<file path="src/design/wsfd_pkg.sv">
package wsfd_pkg;

    // Queue between parser and output stage
    localparam int QUEUE_DEPTH = 4;
    localparam int QUEUE_AW    = $clog2(QUEUE_DEPTH);
    localparam int QUEUE_CW    = $clog2(QUEUE_DEPTH + 1);

    // Header length codes
    localparam logic [6:0] LEN_EXT16   = 7'd126;
    localparam logic [6:0] LEN_TOO_BIG = 7'd127;

    // Index of the last mask key byte
    localparam logic [1:0] KEY_LAST = 2'd3;

    typedef enum logic [2:0] {
        PH_HDR0  = 3'd0,
        PH_HDR1  = 3'd1,
        PH_EXTHI = 3'd2,
        PH_EXTLO = 3'd3,
        PH_MASK  = 3'd4,
        PH_DATA  = 3'd5,
        PH_SKIP  = 3'd6
    } t_phase;

    typedef enum logic [1:0] {
        ST_OK    = 2'd0,
        ST_SHORT = 2'd1,
        ST_BIG   = 2'd2,
        ST_TRUNC = 2'd3
    } t_status;

    // One result word on its way from parser to output stage
    typedef struct packed {
        logic [7:0] data;
        logic [7:0] key;
        logic       byte_valid;
        logic       final_flag;
        logic [3:0] opcode;
        t_status    status;
        logic       done;
    } t_entry;

endpackage

</file>
<file path="src/design/wsfd_front.sv">
module wsfd_front (
    input  logic            i_clk,
    input  logic            i_rst_n,
    input  logic            i_accept,
    input  logic [7:0]      i_rx_byte,
    input  logic            i_chunk_end,
    output logic            o_push,
    output wsfd_pkg::t_entry o_entry
);
    import wsfd_pkg::*;

    t_phase      r_phase, n_phase;
    logic        r_fin, n_fin;
    logic [3:0]  r_opcode, n_opcode;
    logic        r_masked, n_masked;
    logic [15:0] r_len, n_len;
    logic [15:0] r_idx, n_idx;
    logic [7:0]  r_key [4];

    logic        key_we;
    logic        emit;
    logic        go_after;
    logic        go_begin;
    logic        masked_now;
    logic [15:0] len_now;
    logic [15:0] idx_inc;
    logic [6:0]  code;
    logic        last;
    t_entry      e;

    assign last    = i_chunk_end;
    assign code    = i_rx_byte[6:0];
    assign idx_inc = r_idx + 16'd1;

    // Parse one word against the current header phase
    always_comb begin
        n_phase    = r_phase;
        n_fin      = r_fin;
        n_opcode   = r_opcode;
        n_masked   = r_masked;
        n_len      = r_len;
        n_idx      = r_idx;
        key_we     = 1'b0;
        emit       = 1'b0;
        go_after   = 1'b0;
        go_begin   = 1'b0;
        masked_now = r_masked;
        len_now    = r_len;
        e.data       = 8'h00;
        e.key        = 8'h00;
        e.byte_valid = 1'b0;
        e.status     = ST_OK;
        e.done       = 1'b0;

        unique case (r_phase)
            PH_HDR0: begin
                n_fin    = i_rx_byte[7];
                n_opcode = i_rx_byte[3:0];
                if (last) begin
                    emit     = 1'b1;
                    e.status = ST_SHORT;
                    e.done   = 1'b1;
                    n_phase  = PH_HDR0;
                end else begin
                    n_phase = PH_HDR1;
                end
            end
            PH_HDR1: begin
                n_masked = i_rx_byte[7];
                if (code == LEN_TOO_BIG) begin
                    emit     = 1'b1;
                    e.status = ST_BIG;
                    e.done   = 1'b1;
                    n_phase  = last ? PH_HDR0 : PH_SKIP;
                end else if (code == LEN_EXT16) begin
                    if (last) begin
                        emit     = 1'b1;
                        e.status = ST_TRUNC;
                        e.done   = 1'b1;
                        n_phase  = PH_HDR0;
                    end else begin
                        n_phase = PH_EXTHI;
                    end
                end else begin
                    len_now    = {9'd0, code};
                    n_len      = len_now;
                    masked_now = i_rx_byte[7];
                    go_after   = 1'b1;
                end
            end
            PH_EXTHI: begin
                n_len = {i_rx_byte, 8'h00};
                if (last) begin
                    emit     = 1'b1;
                    e.status = ST_TRUNC;
                    e.done   = 1'b1;
                    n_phase  = PH_HDR0;
                end else begin
                    n_phase = PH_EXTLO;
                end
            end
            PH_EXTLO: begin
                len_now  = {r_len[15:8], i_rx_byte};
                n_len    = len_now;
                go_after = 1'b1;
            end
            PH_MASK: begin
                key_we = 1'b1;
                n_idx  = idx_inc;
                if (r_idx[1:0] == KEY_LAST) begin
                    go_begin = 1'b1;
                end else if (last) begin
                    emit     = 1'b1;
                    e.status = ST_TRUNC;
                    e.done   = 1'b1;
                    n_phase  = PH_HDR0;
                end
            end
            PH_DATA: begin
                emit         = 1'b1;
                e.data       = i_rx_byte;
                e.key        = r_masked ? r_key[r_idx[1:0]] : 8'h00;
                e.byte_valid = 1'b1;
                n_idx        = idx_inc;
                if (idx_inc >= r_len) begin
                    e.done  = 1'b1;
                    n_phase = last ? PH_HDR0 : PH_SKIP;
                end else if (last) begin
                    e.status = ST_TRUNC;
                    e.done   = 1'b1;
                    n_phase  = PH_HDR0;
                end
            end
            PH_SKIP: begin
                n_phase = last ? PH_HDR0 : PH_SKIP;
            end
            default: begin
                n_phase = PH_HDR0;
            end
        endcase

        // Length known: collect the key or enter the payload
        if (go_after) begin
            if (masked_now) begin
                n_idx = 16'd0;
                if (last) begin
                    emit     = 1'b1;
                    e.status = ST_TRUNC;
                    e.done   = 1'b1;
                    n_phase  = PH_HDR0;
                end else begin
                    n_phase = PH_MASK;
                end
            end else begin
                go_begin = 1'b1;
            end
        end

        // Header complete: enter the payload or close an empty frame
        if (go_begin) begin
            n_idx = 16'd0;
            if (len_now == 16'd0) begin
                emit     = 1'b1;
                e.status = ST_OK;
                e.done   = 1'b1;
                n_phase  = last ? PH_HDR0 : PH_SKIP;
            end else if (last) begin
                emit     = 1'b1;
                e.status = ST_TRUNC;
                e.done   = 1'b1;
                n_phase  = PH_HDR0;
            end else begin
                n_phase = PH_DATA;
            end
        end

        e.final_flag = n_fin;
        e.opcode     = n_opcode;
    end

    assign o_push  = i_accept & emit;
    assign o_entry = e;

    // Hold parse state; advance on each accepted word
    always_ff @(posedge i_clk) begin
        if (!i_rst_n) begin
            r_phase  <= PH_HDR0;
            r_fin    <= 1'b0;
            r_opcode <= 4'h0;
            r_masked <= 1'b0;
            r_len    <= 16'd0;
            r_idx    <= 16'd0;
        end else if (i_accept) begin
            r_phase  <= n_phase;
            r_fin    <= n_fin;
            r_opcode <= n_opcode;
            r_masked <= n_masked;
            r_len    <= n_len;
            r_idx    <= n_idx;
        end
    end

    // Mask key bytes
    always_ff @(posedge i_clk) begin
        if (i_accept && key_we) begin
            r_key[r_idx[1:0]] <= i_rx_byte;
        end
    end

endmodule

</file>
<file path="src/design/wsfd_queue.sv">
module wsfd_queue (
    input  logic             i_clk,
    input  logic             i_rst_n,
    input  logic             i_push,
    input  wsfd_pkg::t_entry i_entry,
    output logic             o_full,
    input  logic             i_pop,
    output logic             o_avail,
    output wsfd_pkg::t_entry o_entry
);
    import wsfd_pkg::*;

    t_entry                r_mem [QUEUE_DEPTH];
    logic [QUEUE_AW-1:0]   r_wr, r_rd;
    logic [QUEUE_CW-1:0]   r_count;
    logic                  do_push, do_pop;

    assign o_full  = (r_count == QUEUE_CW'(QUEUE_DEPTH));
    assign o_avail = (r_count != '0);
    assign o_entry = r_mem[r_rd];
    assign do_push = i_push & ~o_full;
    assign do_pop  = i_pop & o_avail;

    // Advance pointers and count
    always_ff @(posedge i_clk) begin
        if (!i_rst_n) begin
            r_wr    <= '0;
            r_rd    <= '0;
            r_count <= '0;
        end else begin
            if (do_push) begin
                r_wr <= r_wr + QUEUE_AW'(1);
            end
            if (do_pop) begin
                r_rd <= r_rd + QUEUE_AW'(1);
            end
            if (do_push && !do_pop) begin
                r_count <= r_count + QUEUE_CW'(1);
            end else if (do_pop && !do_push) begin
                r_count <= r_count - QUEUE_CW'(1);
            end
        end
    end

    // Store entries
    always_ff @(posedge i_clk) begin
        if (do_push) begin
            r_mem[r_wr] <= i_entry;
        end
    end

endmodule

</file>
<file path="src/design/wsfd_back.sv">
module wsfd_back (
    input  logic             i_clk,
    input  logic             i_rst_n,
    input  logic             i_avail,
    input  wsfd_pkg::t_entry i_entry,
    output logic             o_pop,
    input  logic             i_ready,
    output logic             o_valid,
    output logic [7:0]       o_payload_byte,
    output logic             o_byte_valid,
    output logic             o_final_flag,
    output logic [3:0]       o_frame_opcode,
    output logic [1:0]       o_status,
    output logic             o_frame_done
);
    import wsfd_pkg::*;

    logic       r_valid;
    logic [7:0] r_data;
    logic       r_byte_valid;
    logic       r_fin;
    logic [3:0] r_opcode;
    t_status    r_status;
    logic       r_done;

    // Take the next word when the output register is empty or drains
    assign o_pop = i_avail & (~r_valid | i_ready);

    always_ff @(posedge i_clk) begin
        if (!i_rst_n) begin
            r_valid <= 1'b0;
        end else if (o_pop) begin
            r_valid <= 1'b1;
        end else if (i_ready) begin
            r_valid <= 1'b0;
        end
    end

    // Unmask payload into the output register
    always_ff @(posedge i_clk) begin
        if (o_pop) begin
            r_data       <= i_entry.data ^ i_entry.key;
            r_byte_valid <= i_entry.byte_valid;
            r_fin        <= i_entry.final_flag;
            r_opcode     <= i_entry.opcode;
            r_status     <= i_entry.status;
            r_done       <= i_entry.done;
        end
    end

    assign o_valid        = r_valid;
    assign o_payload_byte = r_data;
    assign o_byte_valid   = r_byte_valid;
    assign o_final_flag   = r_fin;
    assign o_frame_opcode = r_opcode;
    assign o_status       = r_status;
    assign o_frame_done   = r_done;

endmodule

</file>
<file path="src/design/websocket_frame_decoder.sv">
// Channel   Valid     Ready     Word
// input     i_valid   o_ready   i_rx_byte, i_chunk_end
// output    o_valid   i_ready   o_payload_byte, o_byte_valid, o_final_flag,
//                               o_frame_opcode, o_status, o_frame_done
//
// One byte is taken per cycle while the queue is not full; a result goes from
// the parser into a 4-word queue, then through the unmasking output register.
// Synchronous active-low reset returns the parser to the first header byte
// and empties the queue; there is no clearing pass.
// o_ready drops only while the queue is full, so a stalled output holds
// input back after four pending results plus the one in the output register.
module websocket_frame_decoder (
    input  logic       i_clk,
    input  logic       i_rst_n,
    input  logic       i_valid,
    output logic       o_ready,
    input  logic [7:0] i_rx_byte,
    input  logic       i_chunk_end,
    output logic       o_valid,
    input  logic       i_ready,
    output logic [7:0] o_payload_byte,
    output logic       o_byte_valid,
    output logic       o_final_flag,
    output logic [3:0] o_frame_opcode,
    output logic [1:0] o_status,
    output logic       o_frame_done
);
    import wsfd_pkg::*;

    logic   accept;
    logic   push;
    logic   full;
    logic   pop;
    logic   avail;
    t_entry front_entry;
    t_entry queue_entry;

    assign o_ready = ~full;
    assign accept  = i_valid & o_ready;

    wsfd_front u_front (
        .i_clk       (i_clk),
        .i_rst_n     (i_rst_n),
        .i_accept    (accept),
        .i_rx_byte   (i_rx_byte),
        .i_chunk_end (i_chunk_end),
        .o_push      (push),
        .o_entry     (front_entry)
    );

    wsfd_queue u_queue (
        .i_clk   (i_clk),
        .i_rst_n (i_rst_n),
        .i_push  (push),
        .i_entry (front_entry),
        .o_full  (full),
        .i_pop   (pop),
        .o_avail (avail),
        .o_entry (queue_entry)
    );

    wsfd_back u_back (
        .i_clk          (i_clk),
        .i_rst_n        (i_rst_n),
        .i_avail        (avail),
        .i_entry        (queue_entry),
        .o_pop          (pop),
        .i_ready        (i_ready),
        .o_valid        (o_valid),
        .o_payload_byte (o_payload_byte),
        .o_byte_valid   (o_byte_valid),
        .o_final_flag   (o_final_flag),
        .o_frame_opcode (o_frame_opcode),
        .o_status       (o_status),
        .o_frame_done   (o_frame_done)
    );

    // A result without a byte carries zero data
    a_no_data_zero: assert property (@(posedge i_clk) disable iff (!i_rst_n)
        o_valid && !o_byte_valid |-> o_payload_byte == 8'h00)
        else $error("data word without byte_valid is not zero");

    // A result that does not close the frame always carries a byte
    a_open_has_byte: assert property (@(posedge i_clk) disable iff (!i_rst_n)
        o_valid && !o_frame_done |-> o_byte_valid)
        else $error("open frame result without payload byte");

    // Error results close the frame and carry no byte, except truncation
    a_err_closes: assert property (@(posedge i_clk) disable iff (!i_rst_n)
        o_valid && (o_status == ST_SHORT || o_status == ST_BIG)
        |-> o_frame_done && !o_byte_valid)
        else $error("short or big frame result malformed");

    // Output is empty right after reset
    a_reset_empty: assert property (@(posedge i_clk)
        !i_rst_n |=> !o_valid)
        else $error("output valid right after reset");

endmodule

</file>
<file path="config.mk">
export PLATFORM = sky130hd
export DESIGN_NAME = websocket_frame_decoder
export DESIGN_NICKNAME = d
export VERILOG_FILES = /design/src/design/wsfd_pkg.sv /design/src/design/wsfd_front.sv /design/src/design/wsfd_queue.sv /design/src/design/wsfd_back.sv /design/src/design/websocket_frame_decoder.sv
export SDC_FILE = /design/constraint.sdc
export NUM_CORES = 1
export LEC_CHECK = 0
export BUFFER_PORTS_ARGS = -buffer_cell sky130_fd_sc_hd__clkbuf_2
export CAP_MARGIN = 20
export CORE_ASPECT_RATIO = 1.5
export CORE_UTILIZATION = 56
export CTS_CLUSTER_DIAMETER = 200
export DETAILED_ROUTE_END_ITERATION = 10
export PLACE_DENSITY = 0.7
export SYNTH_ARGS = -nofsm -noshare
export SYNTH_HDL_FRONTEND = slang
export SYNTH_SLANG_ARGS = --single-unit
</file>
<file path="constraint.sdc">
create_clock -name i_clk -period 4.4 [get_ports i_clk]
set_input_delay 1.32 -clock i_clk [delete_from_list [all_inputs] [get_ports i_clk]]
set_output_delay 1.32 -clock i_clk [all_outputs]
set_load 0.005 [all_outputs]
</file>
==> reports/summary.md <==
TritonCTS built the clock tree. The cell area after technology mapping was 8890 sq um. The Yosys step of the flow raised 0 warnings.

The worst register-to-register path begins at u_front.r_idx[7]. The flow ran to the end, and the final reports show no timing, DRC or antenna violations. Synthesis inferred 202 register bits.

The relative area change from synthesis to final layout works out to 11.9%. The tools report the total number of nets in the final design as 745. For the critical path arrival, the log shows 4.32 ns. Setup repair after global routing left no endpoint under its margin. Gates resized during post-CTS repair numbered 0. For this run, design rule violations remaining after detail routing come to 0. In this run the post-CTS setup repair buffer count came out at 0. The deepest level of the CTS H-tree is 1, and the area of all placed cells without fillers is 9950 sq um.

Setup violations remaining at the end of the flow were counted as 0. The run gives 1.21 mW as the switching component of the power. The die is 105 um wide. During placement, the flow inserted port buffers numbering 31. The maximum clock rate was 241 MHz; the area of the die was 16,400 sq um. The gate count after technology mapping was 662.

Of all nets on the critical path, the largest fanout is 6. The logs give 9350 sq um for the cell area after placement and 56 for the number of placement rows. The HPWL after detailed placement is 12,600 um.

The post-route setup TNS was 0 ns; the worst relative slew slack was 0.421. The root buffer cell chosen for the clock tree is clkbuf_16. For the worst setup path, the data required time is 4.58 ns.

The post-detailed-route via-to-cell ratio came out at 5.72. The path class of the tightest hold or removal check is reg -> reg. The analysis attributes to cell leakage a power of 3.55 nW. The worst reg2reg path depth is 12.

The worst hold path stage count was 2; the overall power of the completed layout was 4.77 mW. The clock share of power was 0.331; the pin count of the biggest net entering global routing was 39. Terminus of the critical flop-to-flop path: u_queue.r_mem[1][1]. Clock tree synthesis found a total of 202 sinks.

The setup path with the least slack is of type reg -> reg. STA classifies the critical path endpoint as a flop. Launching element of the worst setup path: u_front.r_idx[7].

Global routing finished with a remaining overflow of 0. For the final database, setup skew stands at 0.00861 ns. The proportion of layout cells with a drive suffix above 1 works out to 0.160. Counting every net in the synthesized netlist gives 701. For the first-pass GRT wire length, the log shows 29,200 um.

The proportion of synthesized flip-flops having asynchronous set or reset came out at 0. The power density of the placed cells was 480 nW/um^2. The tools report the sum of routed wire length over all layers as 17,600 um. The share of power burned in combinational logic was 0.169.

The combined global-route utilization of all metal layers was 0.230. After clock tree synthesis, the clock-pin slew on the worst setup and hold paths is 0.06 ns. Averaged over all synthesized cells, the footprint is 13.4 sq um. Prior to clock tree synthesis, the placed netlist has a worst setup slack of 0.174 ns. In this run the vertical extent of the chip is 156 um. The startpoint type of the worst setup path is a flop.

Of all cell types, the one taking the most synthesized area is edfxtp_1. IR analysis of the VDD net gives a maximum drop of 357 uV. The internal power contribution was 3.56 mW; the number of unique standard cell types used by synthesis was 56. The number of pins exceeding their max-slew limit in the final report came out at 0. The share of the cycle needed by the critical path after routing was 0.942; the count of endpoints failing hold in the final timing report was 0. For this block, the via count after detailed routing is 5,271.

For this design, the CTS-stage hold fixing added 0 buffers. Switching portion of total power: 0.254. The number of CTS-inserted buffers was 19; the initial core utilization was 0.572. Sorting the synthesized cells by area gives the leading types as edfxtp_1 (50%), dfxtp_1 (12%), mux4_2 (6.3%), xor2_1 (4.8%), ha_1 (3.5%). For the maximum root-to-sink buffer count, the log shows 3. For the worst-skew pair later-pin latency, the log shows 0.47 ns. For this run, the leading register cell type out of synthesis is edfxtp_1. For the finished layout, the period the worst path requires is 4.14 ns. The repair_antennas step left the layout with diodes totalling 0.

The final critical-path setup slack was 0.256 ns; the transition time at the pin with the least slew margin was 0.867 ns. Area fraction of the dominant cell type after synthesis: 0.503. The portion of the post-synthesis area used by sequential elements is 0.622, and the proportion of power drawn by flip-flops and latches is 0.499.

The initial antenna violation count is 0, and the worst reg-to-reg setup slack is 0.26 ns. The critical path ends at u_queue.r_mem[1][1]. At the end of routability-driven placement, the weighted congestion stood at 0.874. The first routing iteration left 232 violations.

Number of search-and-repair iterations in the first detailed-routing pass: 5. The number of synthesized flops with an enable pin was 149. During I/O placement, the number of pins put on the boundary was 32.

The detail-routed net length per standard cell was 19.1 um. Max-cap violations in this run came to 0. The number of global-route vias before repair came out at 5,603. The run gives 0 as the number of antenna-violating nets in the routed design.

The area of the core region is 15,600 sq um.
[power groups by stage]
stage	registers (mW)	clock network [mW]	logic, mW
6_report	2.38	1.58	0.807
5_1_grt	2.40	1.69	0.897
4_1_cts	2.39	1.62	0.822
3_5_place_dp	2.43	0	0.813
3_3_place_gp	2.42	0	0.801
2_1_floorplan	2.39	0	0.550
[kinds of logic after synthesis]
logic type	count (synthesis)	synth area share
buf+inv	57	0.0253
mux	34	0.0742
fa+ha+maj	26	0.0374
simple gates	190	0.113
compound gates	91	0.0670
flops	202	0.622
xor+xnor	62	0.0611
[final cells by class]
class / instances / area (sq um)
well taps: 203 / 254
clock inverters: 10 / 110
inverters: 27 / 101
fillers: 1210 / 5610
flip-flops and latches: 202 / 5540
clock buffers: 23 / 490
multi-input cells: 403 / 3140
repair buffers: 53 / 320
[per-stage QoR]
step | hold slack [ns] | std cells | util
floorplan | 0.441 | 662 | -
global placement | 0.453 | 888 | 0.601
detailed placement | 0.468 | 888 | 0.601
CTS | 0.483 | 921 | 0.639
global route | 0.512 | 921 | 0.639
finish | 0.480 | 921 | 0.639
[worst max-delay path, cell delays in order, from the launching register on]
cell	delay [ns]
dfxtp_1	0.46
nand4_1	0.21
or2_2	0.36
nor3_1	0.45
nand3_1	0.16
xnor2_1	0.19
ha_1	0.27
nand4_1	0.15
or3_1	0.16
o22ai_1	0.07
a211oi_1	0.55
nand2_1	0.24
a211oi_1	0.60
[synth_stat cells (7+ instances only)]
cell type and number:
xor2_1 49, nor2_1 39, dfxtp_1 53, nor2b_1 14
o21ai_0 17, mux4_2 25, inv_1 27, nor3_1 9
and2_1 11, nor3b_1 9, or3_1 9, nand2_1 44
a31oi_1 7, edfxtp_1 149, a22oi_1 8, and3_1 20
a21oi_1 19, a21boi_0 14, xnor2_1 13, ha_1 25
clkbuf_1 21, nand3_1 10
[worst min path at each step]
stage	from	to	slack (ns)
final	u_front.r_opcode[0]	u_front.r_opcode[0]	0.48
after global routing	u_front.r_opcode[1]	u_front.r_opcode[1]	0.51
after CTS	u_front.r_opcode[2]	u_front.r_opcode[2]	0.48
after detailed placement	u_front.r_opcode[3]	u_front.r_opcode[3]	0.47
after global placement	u_front.r_fin	u_front.r_fin	0.45
after floorplan	u_front.r_fin	u_front.r_fin	0.44
[flip-flops by register name, summed over array words and instances, names as in the netlist, named ones only]
name                   count
u_back.o_payload_byte      8
u_back.o_frame_done        1
u_front.r_key             32
u_back.o_final_flag        1
u_queue.r_mem            100
u_queue.r_count            3
u_back.o_valid             1
u_front.r_masked           1
u_front.r_fin              1
u_front.r_opcode           4
u_front.r_idx             16
u_back.o_frame_opcode      4
u_back.o_status            2
u_queue.r_wr               2
u_front.r_len             16
u_back.o_byte_valid        1
u_queue.r_rd               2
u_front.r_phase            3
[layer usage]
metal	up-vias	GRT usage	wire, um
li1	2523	-	-
met1	2612	0.253	6520
met2	109	0.456	10000
met3	27	0.0267	660
met4	0	0.0724	382
met5	-	0	0
[layout by cell type (no fill, tap or decap), types with 10 or more instances in the layout]
cell / n
edfxtp_1: 149
dfxtp_1: 53
xor2_1: 49
nand2_1: 44
nor2_1: 39
clkbuf_2: 31
inv_1: 27
mux4_2: 25
ha_1: 25
buf_4: 22
and3_1: 20
clkbuf_16: 19
a21oi_1: 18
o21ai_0: 17
a21boi_0: 14
nor2b_1: 14
xnor2_1: 13
and2_1: 11
nand3_1: 10
Note: power is estimated with default switching activity, not from simulation.
